**config.mk**
```make
export PLATFORM = sky130hd
export DESIGN_NAME = lfu_sized_entry_cache
export DESIGN_NICKNAME = d
export VERILOG_FILES = /design/src/rtl/core/lfu_pkg.sv /design/src/rtl/core/lfu_ctrl.sv /design/src/rtl/core/lfu_dpath.sv /design/src/rtl/core/lfu_sized_entry_cache.sv
export SDC_FILE = /design/constraint.sdc
export NUM_CORES = 2
export LEC_CHECK = 0
export BUFFER_PORTS_ARGS = -buffer_cell sky130_fd_sc_hd__buf_2
export CORE_ASPECT_RATIO = 1.1
export CORE_MARGIN = 10
export CORE_UTILIZATION = 55
export DETAILED_ROUTE_END_ITERATION = 8
export GPL_TIMING_DRIVEN = 0
export MAX_ROUTING_LAYER = met4
export PLACE_DENSITY_LB_ADDON = 0.12
export SETUP_SLACK_MARGIN = 0.3
export SYNTH_ARGS = -nofsm -noshare
export SYNTH_HDL_FRONTEND = slang
export SYNTH_SLANG_ARGS = --single-unit
```
**constraint.sdc**
```tcl
create_clock -name clk -period 7 [get_ports clk]
set_input_delay 1.05 -clock clk [delete_from_list [all_inputs] [get_ports clk]]
set_output_delay 1.05 -clock clk [all_outputs]
set_load 0.1 [all_outputs]
```
**src/rtl/core/lfu_pkg.sv**
```systemverilog
package lfu_pkg;

	localparam int KEY_W   = 32;
	localparam int SIZE_W  = 16;
	localparam int VALUE_W = 32;
	localparam int COUNT_W = 32;
	localparam int EVICT_W = 5;

	localparam logic [SIZE_W-1:0]  CAP_RESET = 16'hFFFF;
	localparam logic [COUNT_W-1:0] COUNT_MAX = 32'hFFFF_FFFF;
	localparam logic [COUNT_W-1:0] COUNT_NEW = 32'd1;

	typedef enum logic [1:0] {
		OP_ADD    = 2'd0,
		OP_GET    = 2'd1,
		OP_EXISTS = 2'd2,
		OP_REMOVE = 2'd3
	} op_t;

	typedef enum logic [1:0] {
		ST_OK        = 2'd0,
		ST_NOT_FOUND = 2'd1,
		ST_TOO_LARGE = 2'd2
	} status_t;

	typedef struct packed {
		op_t                 op;
		logic [KEY_W-1:0]    key;
		logic [SIZE_W-1:0]   item_size;
		logic [VALUE_W-1:0]  item_value;
	} req_t;

	typedef struct packed {
		status_t             status;
		logic                hit;
		logic [VALUE_W-1:0]  read_value;
		logic [SIZE_W-1:0]   free_space;
		logic [EVICT_W-1:0]  evicted_count;
	} rsp_t;

	typedef struct packed {
		logic [KEY_W-1:0]    key;
		logic [SIZE_W-1:0]   size;
		logic [VALUE_W-1:0]  value;
		logic [COUNT_W-1:0]  count;
	} entry_t;

	typedef enum logic [3:0] {
		FSM_IDLE,
		FSM_LOOKUP,
		FSM_DECIDE,
		FSM_CHECK,
		FSM_VICTIM,
		FSM_VFREE,
		FSM_FREESCAN,
		FSM_PLACE,
		FSM_EMIT
	} fsm_t;

	typedef struct packed {
		logic    load;
		logic    scan_start;
		logic    clear_all;
		logic    free_match;
		logic    free_victim;
		logic    place;
		logic    bump;
		logic    emit;
		status_t status;
	} ctl_cmd_t;

	typedef struct packed {
		op_t  op;
		logic hit;
		logic too_large;
		logic need_evict;
		logic any_valid;
		logic scan_done;
		logic rsp_free;
	} ctl_sts_t;

endpackage

```
**src/rtl/core/lfu_ctrl.sv**
```systemverilog
module lfu_ctrl
	import lfu_pkg::*;
(
	input  logic     clk,
	input  logic     arst_n,
	input  logic     req_valid,
	output logic     req_stall,
	input  ctl_sts_t sts,
	output ctl_cmd_t cmd
);

	fsm_t state_q, state_nxt;

	always_ff @(posedge clk or negedge arst_n) begin
		if (!arst_n) begin
			state_q <= FSM_IDLE;
		end else begin
			state_q <= state_nxt;
		end
	end

	always_comb begin
		state_nxt = state_q;
		case (state_q)
			FSM_IDLE: begin
				if (req_valid) state_nxt = FSM_LOOKUP;
			end
			FSM_LOOKUP: begin
				if (sts.scan_done) state_nxt = FSM_DECIDE;
			end
			FSM_DECIDE: begin
				if (sts.op == OP_ADD && !sts.too_large) state_nxt = FSM_CHECK;
				else state_nxt = FSM_EMIT;
			end
			FSM_CHECK: begin
				if (sts.need_evict && sts.any_valid) state_nxt = FSM_VICTIM;
				else state_nxt = FSM_FREESCAN;
			end
			FSM_VICTIM: begin
				if (sts.scan_done) state_nxt = FSM_VFREE;
			end
			FSM_VFREE:    state_nxt = FSM_CHECK;
			FSM_FREESCAN: begin
				if (sts.scan_done) state_nxt = FSM_PLACE;
			end
			FSM_PLACE:    state_nxt = FSM_EMIT;
			FSM_EMIT: begin
				if (sts.rsp_free) state_nxt = FSM_IDLE;
			end
			default:      state_nxt = FSM_IDLE;
		endcase
	end

	always_comb begin
		cmd = '0;
		cmd.status = ST_OK;
		req_stall = (state_q != FSM_IDLE);
		case (state_q)
			FSM_IDLE: begin
				cmd.load       = req_valid;
				cmd.scan_start = req_valid;
			end
			FSM_DECIDE: begin
				case (sts.op)
					OP_ADD: begin
						cmd.clear_all  = sts.too_large;
						cmd.free_match = !sts.too_large && sts.hit;
					end
					OP_GET:    cmd.bump       = sts.hit;
					OP_REMOVE: cmd.free_match = sts.hit;
					default:   ;
				endcase
			end
			FSM_CHECK:  cmd.scan_start  = 1'b1;
			FSM_VFREE:  cmd.free_victim = 1'b1;
			FSM_PLACE:  cmd.place       = 1'b1;
			FSM_EMIT: begin
				cmd.emit = sts.rsp_free;
				if (sts.op == OP_ADD) cmd.status = sts.too_large ? ST_TOO_LARGE : ST_OK;
				else cmd.status = sts.hit ? ST_OK : ST_NOT_FOUND;
			end
			default: ;
		endcase
	end

endmodule

```
**src/rtl/core/lfu_dpath.sv**
```systemverilog
module lfu_dpath
	import lfu_pkg::*;
#(
	parameter int ENTRIES = 16
) (
	input  logic              clk,
	input  logic              arst_n,
	input  req_t              req_data,
	output rsp_t              rsp_data,
	output logic              rsp_valid,
	input  logic              rsp_stall,
	input  logic              cfg_we,
	input  logic [SIZE_W-1:0] cfg_wdata,
	input  ctl_cmd_t          cmd,
	output ctl_sts_t          sts
);

	localparam int IW = $clog2(ENTRIES);
	localparam int CW = $clog2(ENTRIES + 1);
	localparam logic [IW-1:0] LAST_IDX = IW'(ENTRIES - 1);
	localparam logic [CW-1:0] FULL_CNT = CW'(ENTRIES);

	entry_t mem [ENTRIES];

	req_t               req_q;
	logic [SIZE_W-1:0]  cap_q;
	logic [SIZE_W-1:0]  space_q;
	logic [ENTRIES-1:0] valid_q;
	logic [CW-1:0]      nvalid_q;
	logic [EVICT_W-1:0] evicted_q;

	logic          scan_run_q;
	logic [IW-1:0] scan_addr_q;
	logic          vld_s1;
	logic          last_s1;
	logic [IW-1:0] idx_s1;
	entry_t        rdata_s1;

	logic               found_q;
	logic [IW-1:0]      midx_q;
	entry_t             ment_q;
	logic               vfound_q;
	logic [IW-1:0]      vidx_q;
	logic [COUNT_W-1:0] vcount_q;
	logic [SIZE_W-1:0]  vsize_q;
	logic               ffound_q;
	logic [IW-1:0]      fidx_q;

	logic   rsp_valid_q;
	rsp_t   rsp_q;
	logic   rsp_free;
	logic   ent_v;
	entry_t wr_ent;

	assign ent_v    = valid_q[idx_s1];
	assign rsp_free = !rsp_valid_q || !rsp_stall;

	// Slot walk: one read per cycle, read data registered for the next cycle.
	always_ff @(posedge clk or negedge arst_n) begin
		if (!arst_n) begin
			scan_run_q  <= 1'b0;
			scan_addr_q <= '0;
			vld_s1      <= 1'b0;
		end else begin
			vld_s1 <= scan_run_q;
			if (cmd.scan_start) begin
				scan_run_q  <= 1'b1;
				scan_addr_q <= '0;
			end else if (scan_run_q) begin
				if (scan_addr_q == LAST_IDX) scan_run_q <= 1'b0;
				scan_addr_q <= scan_addr_q + 1'b1;
			end
		end
	end

	always_ff @(posedge clk) begin
		last_s1 <= (scan_addr_q == LAST_IDX);
		idx_s1  <= scan_addr_q;
	end

	always_comb begin
		wr_ent = ment_q;
		if (cmd.place) begin
			wr_ent.key   = req_q.key;
			wr_ent.size  = req_q.item_size;
			wr_ent.value = req_q.item_value;
			wr_ent.count = COUNT_NEW;
		end else if (ment_q.count != COUNT_MAX) begin
			wr_ent.count = ment_q.count + 1'b1;
		end
	end

	always_ff @(posedge clk) begin
		if (cmd.place) mem[fidx_q] <= wr_ent;
		else if (cmd.bump) mem[midx_q] <= wr_ent;
		if (scan_run_q) rdata_s1 <= mem[scan_addr_q];
	end

	// Key match, lowest-count victim and first free slot trackers.
	always_ff @(posedge clk or negedge arst_n) begin
		if (!arst_n) begin
			found_q  <= 1'b0;
			vfound_q <= 1'b0;
			ffound_q <= 1'b0;
		end else begin
			if (cmd.load) found_q <= 1'b0;
			if (cmd.scan_start) begin
				vfound_q <= 1'b0;
				ffound_q <= 1'b0;
			end else if (vld_s1) begin
				if (ent_v && rdata_s1.key == req_q.key && !found_q) begin
					found_q <= 1'b1;
					midx_q  <= idx_s1;
					ment_q  <= rdata_s1;
				end
				if (ent_v && (!vfound_q || rdata_s1.count < vcount_q)) begin
					vfound_q <= 1'b1;
					vidx_q   <= idx_s1;
					vcount_q <= rdata_s1.count;
					vsize_q  <= rdata_s1.size;
				end
				if (!ent_v && !ffound_q) begin
					ffound_q <= 1'b1;
					fidx_q   <= idx_s1;
				end
			end
		end
	end

	always_ff @(posedge clk) begin
		if (cmd.load) req_q <= req_data;
	end

	always_ff @(posedge clk or negedge arst_n) begin
		if (!arst_n) begin
			cap_q     <= CAP_RESET;
			space_q   <= CAP_RESET;
			valid_q   <= '0;
			nvalid_q  <= '0;
			evicted_q <= '0;
		end else begin
			if (cmd.load) evicted_q <= '0;
			if (cfg_we) begin
				cap_q    <= cfg_wdata;
				space_q  <= cfg_wdata;
				valid_q  <= '0;
				nvalid_q <= '0;
			end else if (cmd.clear_all) begin
				space_q  <= cap_q;
				valid_q  <= '0;
				nvalid_q <= '0;
			end else if (cmd.free_match) begin
				valid_q[midx_q] <= 1'b0;
				space_q         <= space_q + ment_q.size;
				nvalid_q        <= nvalid_q - 1'b1;
			end else if (cmd.free_victim) begin
				valid_q[vidx_q] <= 1'b0;
				space_q         <= space_q + vsize_q;
				nvalid_q        <= nvalid_q - 1'b1;
				evicted_q       <= evicted_q + 1'b1;
			end else if (cmd.place) begin
				valid_q[fidx_q] <= 1'b1;
				space_q         <= space_q - req_q.item_size;
				nvalid_q        <= nvalid_q + 1'b1;
			end
		end
	end

	always_ff @(posedge clk or negedge arst_n) begin
		if (!arst_n) begin
			rsp_valid_q <= 1'b0;
		end else if (cmd.emit) begin
			rsp_valid_q <= 1'b1;
		end else if (!rsp_stall) begin
			rsp_valid_q <= 1'b0;
		end
	end

	always_ff @(posedge clk) begin
		if (cmd.emit) begin
			rsp_q.status        <= cmd.status;
			rsp_q.hit           <= found_q;
			rsp_q.read_value    <= (req_q.op == OP_GET && found_q) ? ment_q.value : '0;
			rsp_q.free_space    <= space_q;
			rsp_q.evicted_count <= evicted_q;
		end
	end

	assign rsp_valid = rsp_valid_q;
	assign rsp_data  = rsp_q;

	assign sts.op         = req_q.op;
	assign sts.hit        = found_q;
	assign sts.too_large  = (req_q.item_size > cap_q);
	assign sts.need_evict = (space_q < req_q.item_size) || (nvalid_q == FULL_CNT);
	assign sts.any_valid  = (nvalid_q != '0);
	assign sts.scan_done  = vld_s1 && last_s1;
	assign sts.rsp_free   = rsp_free;

endmodule

```
**src/rtl/core/lfu_sized_entry_cache.sv**
```systemverilog
// Keyed LFU cache of variable-size entries under a size budget.
// Request channel: req_valid / req_stall carry one req_data (op, key, item_size,
// item_value); a request is taken when req_valid is high and req_stall is low.
// Response channel: rsp_valid / rsp_stall carry one rsp_data per request, held in
// an output register, so the next request is taken while a response still waits.
// Configuration: cfg_we writes cfg_wdata as the capacity and empties the table;
// write it only while no request is in flight.
// Walks: every request walks the slot table once to find its key, one slot
// per cycle through the slot memory read port. An add that fits the capacity
// walks the table once more to find the lowest free slot, and once more per
// evicted entry (each eviction is a full lowest-count walk). Only one request
// is worked on at a time: a new request is taken only once the last one has
// reached the output register.
// Reset: table empty, capacity and free space 65535, no response pending.
// A stalled response holds in the output register; the controller waits in its
// final state until the register frees, then takes the next request.
module lfu_sized_entry_cache
	import lfu_pkg::*;
#(
	parameter int ENTRIES = 16
) (
	input  logic              clk,
	input  logic              arst_n,
	input  logic              req_valid,
	output logic              req_stall,
	input  req_t              req_data,
	output logic              rsp_valid,
	input  logic              rsp_stall,
	output rsp_t              rsp_data,
	input  logic              cfg_we,
	input  logic [SIZE_W-1:0] cfg_wdata
);

	// Controller issues one-cycle commands; datapath reports scan and table status.
	ctl_cmd_t cmd;
	ctl_sts_t sts;

	lfu_ctrl u_ctrl (
		.clk       (clk),
		.arst_n    (arst_n),
		.req_valid (req_valid),
		.req_stall (req_stall),
		.sts       (sts),
		.cmd       (cmd)
	);

	// Slot memory, valid bits, free-space counter, walk trackers and output register.
	lfu_dpath #(
		.ENTRIES (ENTRIES)
	) u_dpath (
		.clk       (clk),
		.arst_n    (arst_n),
		.req_data  (req_data),
		.rsp_data  (rsp_data),
		.rsp_valid (rsp_valid),
		.rsp_stall (rsp_stall),
		.cfg_we    (cfg_we),
		.cfg_wdata (cfg_wdata),
		.cmd       (cmd),
		.sts       (sts)
	);

endmodule

```
After elaboration in Yosys (flattened, before gate mapping) --
Memory sizes are Yosys's and may differ from the RTL's. A register that Yosys moved wholly into a read port is not among the register bits. Index checks and enable logic that the tools add are counted.
Word-level totals: register bits 387, bits in writable memories 1792, bits of input ports 103, word-level logic and storage cells 193, memories kept 1
Memories:
- u_dpath.mem | depth 16, bits a word 112, read ports 1, clocked after Yosys merged registers in 1, write ports 1, line lfu_dpath.sv:23 | entry_t mem [ENTRIES];
Cells by class: add/sub/neg operators 8, $lt $le $gt $ge 10, equality and inequality tests 20, mux-type cells 77, bitwise gates (word level) 6, reduce and logical (&&, ||, !) cells 38
Operator list (count):
- $mux W16 | 10
- $mux W112 | 1
- $reduce_or A112 Y1 | 1
- $mux W80 | 1
- $mux W32 | 2
- $mux W5 | 10
- $mux W4 | 9
- $pmux W4 S9 | 1
- $add A16 B16 Y16 | 2
- $add A32 B1 Y32 const B | 1
- $and A16 B16 Y16 | 2
- $eq A32 B32 Y1 | 1
- $lt A32 B32 Y1 | 1
- $mux W1 | 32
- $ne A32 B32 Y1 const B | 1
- $not A16 Y16 | 2
- $lt A4 B5 Y1 const B | 4
- $eq A4 B3 Y1 const B | 4
- $gt A16 B16 Y1 | 1
- $lt A16 B16 Y1 | 1
- $or A16 B16 Y16 | 1
- $sub A16 B16 Y16 | 1
- $demux W1 S4 | 3
- $ge A4 B1 Y1 const B | 3
- other kinds (27) | 64

Logic depth before layout (Yosys ltp) --
depth in word-level cells 10, gate-level depth with buffers 12, mapped depth without buffers 11

Hierarchy --
Synthesis repeated with hierarchy kept, for this count alone.
Unflattened totals: cells, all modules 4160, area total of the unflattened synthesis 89669.8 µm²
Modules (own cells, without submodules):
- lfu_dpath | instances 1, cells each 4099, area each 89221.8 µm²
- lfu_ctrl | instances 1, cells each 61, area each 447.9 µm²

Worst setup path before layout --
No wires, ideal clock.
kind reg-to-reg, start point reg u_ctrl.state_q[2], end point mem u_dpath.mem[3][0] (netlist bit), enable pin, setup time 0.585 ns, arrival time 6.120 ns, data required time 6.415 ns, path slack 0.295 ns, cell stages (with the launch flop) 7, path buffers 2, cells stage by stage dfrtp_1 -> clkbuf_1 -> nor2b_1 -> and3_1 -> clkbuf_1 -> a32oi_1 -> nor2_1
Between the ends: longest elaborated chain between the ends 7, elaborated cells between the ends (all ways) 12, classes of those cells 2 x eq/ne; 9 x mux; 1 x reduce/logical
RTL lines:
- start, declared | line lfu_ctrl.sv:12 | fsm_t state_q, state_nxt;
- start signal, assigned | line lfu_ctrl.sv:18 | state_q <= state_nxt;
- $eq A4 B2 Y1 | line lfu_ctrl.sv:58 | case (state_q)
- $mux W1 | line lfu_ctrl.sv:58
- $mux W1 | line lfu_dpath.sv:95 | else if (cmd.bump) mem[midx_q] <= wr_ent;
- $mux W1 | line lfu_dpath.sv:94 | if (cmd.place) mem[fidx_q] <= wr_ent;
- $mux W1 (implied by the code) | line lfu_dpath.sv:95
- $reduce_or A112 Y1 (no source line)
- $mux W4 (no source line) or $mux W1 (tied branches)
- end, declared | line lfu_dpath.sv:23
Parallel ways exist; a longest one is shown, timed or not.

Worst setup path in the final report --
start point reg u_dpath.req_q[74] (netlist bit), end point reg u_dpath.ment_q[53] (netlist bit), enable pin
Between the ends: longest elaborated chain between the ends 4
RTL lines:
- start, declared | line lfu_dpath.sv:25 | req_t req_q;
- start signal, assigned | line lfu_dpath.sv:131 | if (cmd.load) req_q <= req_data;
- $eq A32 B32 Y1 | line lfu_dpath.sv:111 | if (ent_v && rdata_s1.key == req_q.key && !found_q) begin
- $logic_and A1 B1 Y1 (2 in series) | line lfu_dpath.sv:111
- $reduce_and A4 Y1 (no source line)
- end signal, assigned | line lfu_dpath.sv:114 | ment_q <= rdata_s1;
- end, declared | line lfu_dpath.sv:41 | entry_t ment_q;
No other way between the ends. A chain may end at the register's enable or synchronous reset.

==> impl_metrics.toml <==
[cts]
tritoncts = "done"
clk_transition_reported_paths_ps = 60
post_cts_setup_buffer_count = 0
clk_root_buffer_cell = "sky130_fd_sc_hd__clkbuf_16"
cts_num_sinks = 2291
cts_resized = 0
clock_tree.buffer_depth = 3
cts.htree.levels = 4
ctsHoldBuffers = 0
clock_buffers_created_by_tritoncts = 219
clkLatencyLatePin_ps = 850

[yosys]
postSynth.asyncResetShare_pct = 3.14
muxShareOfSynthArea_pct = 14.4
yosys.area_share.simple_pct = 3.32
synth_top_family_by_area = "multiplexers"
postSynthNetCount = 4552
mappedNetlistArea_um2 = 89700
area_share_of_fa_ha_maj_cells_after_synthesis_pct = 1.49
synth_compound_gate_area_share_pct = 2.48
postSynth.topFlopCell = "sky130_fd_sc_hd__edfxtp_1"
synth.avg_cell_area_um2 = 20.6
synthCells = 4344
number_of_register_bits_inferred_by_synthesis = 2291
synthXorXnorAreaFrac_pct = 0.860
count_of_yosys_warnings_during_synthesis = 0
ys_seq_area_share_pct = 76.3
synth-edff-count = 2214
post_synth_num_cell_types = 73

[worst_setup_path]
reg2reg_depth = 9
critPathBufInv = 2
critPathArrivalTime_ps = 5360
worstPathMaxFanout = 45
crit_type = "flop to flop"
crit-reg2reg-launch = "u_dpath.req_q[74]"
critical-path-max-stage-delay_ps = 860
worst-endpoint-required_ps = 7510
cpMaxStageDelayCell = "sky130_fd_sc_hd__nor4_1"
regToRegEndpoint = "u_dpath.ment_q[53]"
start_kind = "flop"
timing.critical_path.max_delay_family = "simple AND/OR/NAND/NOR gates"
nature_of_the_critical_path_endpoint = "flop"
r2r_slack_ps = 2150
cell_chain_of_the_critical_path = "xor2_1 > nor4_1 > nand4_1 > nor4_1 > nand3_1 > nor2_1 > and2_4 > buf_16 > buf_16"

[drt]
firstDrtPassIters = 7
drt_first_iter_violations = 5583
detail-route-antenna-nets = 0
detail_route.vias_per_cell = 6.38
num_vias = 45500
routed_wire_length_per_instance_um = 31.6
detail_route.drc_violations = 0
drt-total-wl_mm = 225

[cells_and_area]
final_cell_count_no_fill = 7136
area.growth.synth_to_final_pct = 14.3
proportion_of_layout_cells_with_a_drive_suffix_above_1_pct = 24.1
layout.core_utilization_pct = 63.2
diodes = 0
highest_count_cells_in_the_layout_ignoring_fill_and_taps = "sky130_fd_sc_hd__edfxtp_1, sky130_fd_sc_hd__mux4_2, sky130_fd_sc_hd__nand2_1"
layout.cells.most_common = "sky130_fd_sc_hd__edfxtp_1"
layout.nets = 5050

[floorplan]
start_util_pct = 55.3
design.core.area_um2 = 162000
die_footprint_um2 = 180000
io_pins = 161
die_height_um = 443
die_width_um = 405
placementRows = 155

[placed_design]
dpl_wire_length_mm = 141
place_congestion = 0.876
port_buffers = 160
dpl.cell_count = 6738

[run_status]
outcome = "completed"

[timing]
rsz0062_at_grt = "false"
final.setup_skew_ps = 24.2
final.period_utilization_pct = 69.3
worst-slew-pin-transition_ps = 1440
timing_max_transition_violations_final = 0
slew_headroom_pct = 4.04
number_of_hold_violations_in_the_final_report = 0
setup_violations = 0
max_freq_ghz = 0.206
min_period_ps = 4850
finalSetupTns_ps = 0

[global_routing]
grt_max_degree = 66
global_route.usage.total_pct = 25.9
vias_in_the_first_global_route = 46000
grt_first_pass_wirelength_mm = 326
antenna_found_initial = 3
overflow_left_after_global_routing = 0

[min_path]
hp-class = "input pin to asynchronous set/reset pin"

[pwr]
static_leakage_nw = 33.4
power.density_nw_per_um2 = 361
total_power_mw = 37.0
worst_ir_drop_vdd_mv = 0.277

[flow_run]
max-cap-violations = 0
-- where the power goes --
group          internal (mW)  switching, mW
Clock                   6.31           4.97
Combinational           3.97           5.07
Sequential              16.2          0.485
-- through the flow --
stage	setup slack [ps]	hold WS (ps)	area, um2
final	2150	257	102000
after floorplan	295	345	89700
after global placement	-8500	357	93100
after detailed placement	2150	351	95700
after global routing	2050	234	102000
after CTS	2130	198	102000
-- cells by family (layout without fill, tap and decap cells) --
family / after synthesis / in the layout
xor+xnor: 88 / 88
buf+inv: 273 / 946
fa+ha+maj: 105 / 105
simple gates: 660 / 660
mux: 580 / 580
compound gates: 347 / 347
flops: 2291 / 2291
-- cells in the mapped netlist, types with 4 or more instances --
cell type | n | area share (%)
sky130_fd_sc_hd__nor2b_1 | 26 | 0.18
sky130_fd_sc_hd__mux4_2 | 565 | 14
sky130_fd_sc_hd__dfxtp_1 | 5 | 0.11
sky130_fd_sc_hd__nand4_1 | 27 | 0.19
sky130_fd_sc_hd__clkbuf_1 | 115 | 0.48
sky130_fd_sc_hd__a21oi_1 | 73 | 0.41
sky130_fd_sc_hd__nor4_1 | 8 | 0.056
sky130_fd_sc_hd__nor3_1 | 33 | 0.18
sky130_fd_sc_hd__o21bai_1 | 6 | 0.050
sky130_fd_sc_hd__inv_1 | 86 | 0.36
sky130_fd_sc_hd__and3_1 | 42 | 0.29
sky130_fd_sc_hd__a21o_1 | 23 | 0.19
sky130_fd_sc_hd__o211ai_1 | 9 | 0.075
sky130_fd_sc_hd__buf_2 | 6 | 0.033
sky130_fd_sc_hd__a32oi_1 | 5 | 0.049
sky130_fd_sc_hd__mux2i_1 | 11 | 0.12
sky130_fd_sc_hd__a211oi_1 | 22 | 0.18
sky130_fd_sc_hd__xor2_1 | 44 | 0.43
sky130_fd_sc_hd__dfrtp_1 | 40 | 1.1
sky130_fd_sc_hd__nand3_1 | 37 | 0.21
sky130_fd_sc_hd__a22oi_1 | 5 | 0.042
sky130_fd_sc_hd__o21a_1 | 16 | 0.13
sky130_fd_sc_hd__or3_1 | 16 | 0.11
sky130_fd_sc_hd__o31a_1 | 5 | 0.049
sky130_fd_sc_hd__dfstp_2 | 32 | 0.94
sky130_fd_sc_hd__a41oi_1 | 4 | 0.039
sky130_fd_sc_hd__edfxtp_1 | 2214 | 74
sky130_fd_sc_hd__nor2_1 | 118 | 0.49
sky130_fd_sc_hd__o22ai_1 | 5 | 0.035
sky130_fd_sc_hd__and2_1 | 4 | 0.028
sky130_fd_sc_hd__nand3b_1 | 6 | 0.050
sky130_fd_sc_hd__ha_1 | 102 | 1.4
sky130_fd_sc_hd__a31oi_1 | 34 | 0.24
sky130_fd_sc_hd__o2111ai_1 | 5 | 0.049
sky130_fd_sc_hd__nand2b_1 | 10 | 0.070
sky130_fd_sc_hd__buf_1 | 64 | 0.27
sky130_fd_sc_hd__nand2_1 | 320 | 1.3
sky130_fd_sc_hd__xnor2_1 | 44 | 0.43
sky130_fd_sc_hd__o21ai_0 | 89 | 0.50
sky130_fd_sc_hd__o31ai_1 | 9 | 0.075
-- per-layer routing --
metal / GRT usage (%) / wire, um
met3: 4.40 / 19100
met4: 7.38 / 6340
met2: 39.1 / 107000
met1: 36.9 / 93200
met5: - / 0
-- final cells by class --
| cell class | count | area [um2] |
|---|---|---|
| Fill cell | 11100 | 59600 |
| Timing Repair Buffer | 277 | 3290 |
| Inverter | 86 | 325 |
| Multi-Input combinational cell | 1780 | 20300 |
| Buffer | 187 | 727 |
| Tap cell | 2119 | 2650 |
| Sequential cell | 2291 | 68400 |
| Clock buffer | 290 | 5850 |
| Clock inverter | 106 | 863 |
-- worst max path at each step --
stage,start,endpoint,slack [ps],cells past startpoint
after global placement,u_ctrl.state_q[2],u_dpath.mem[14][38],-8500,6
after global routing,u_dpath.req_q[74],u_dpath.ment_q[53],2050,9
final,u_dpath.req_q[74],u_dpath.ment_q[53],2150,9
after detailed placement,u_dpath.req_q[74],u_dpath.ment_q[40],2150,9
after floorplan,u_ctrl.state_q[2],u_dpath.mem[3][0],300,6
after CTS,u_dpath.req_q[74],u_dpath.ment_q[53],2130,9
-- state kept, by name (all words and copies together) (netlist names), 5 cells and up --
| signal | cells |
|---|---|
| u_dpath.vcount_q | 32 |
| u_dpath.nvalid_q | 5 |
| u_dpath.space_q | 16 |
| u_dpath.rsp_data | 56 |
| u_dpath.rdata_s1 | 112 |
| u_dpath.valid_q | 16 |
| u_dpath.vsize_q | 16 |
| u_dpath.ment_q | 112 |
| u_dpath.evicted_q | 5 |
| u_dpath.mem | 1792 |
| u_dpath.req_q | 80 |
| u_dpath.cap_q | 16 |
-- worst reg2reg max path, cell delays in order, from the launching register on --
cell	delay, ps
sky130_fd_sc_hd__edfxtp_1	440
sky130_fd_sc_hd__xor2_1	250
sky130_fd_sc_hd__nor4_1	580
sky130_fd_sc_hd__nand4_1	330
sky130_fd_sc_hd__nor4_1	860
sky130_fd_sc_hd__nand3_1	210
sky130_fd_sc_hd__nor2_1	380
sky130_fd_sc_hd__and2_4	710
sky130_fd_sc_hd__buf_16	370
sky130_fd_sc_hd__buf_16	340
(Power assumes the default switching activity.)
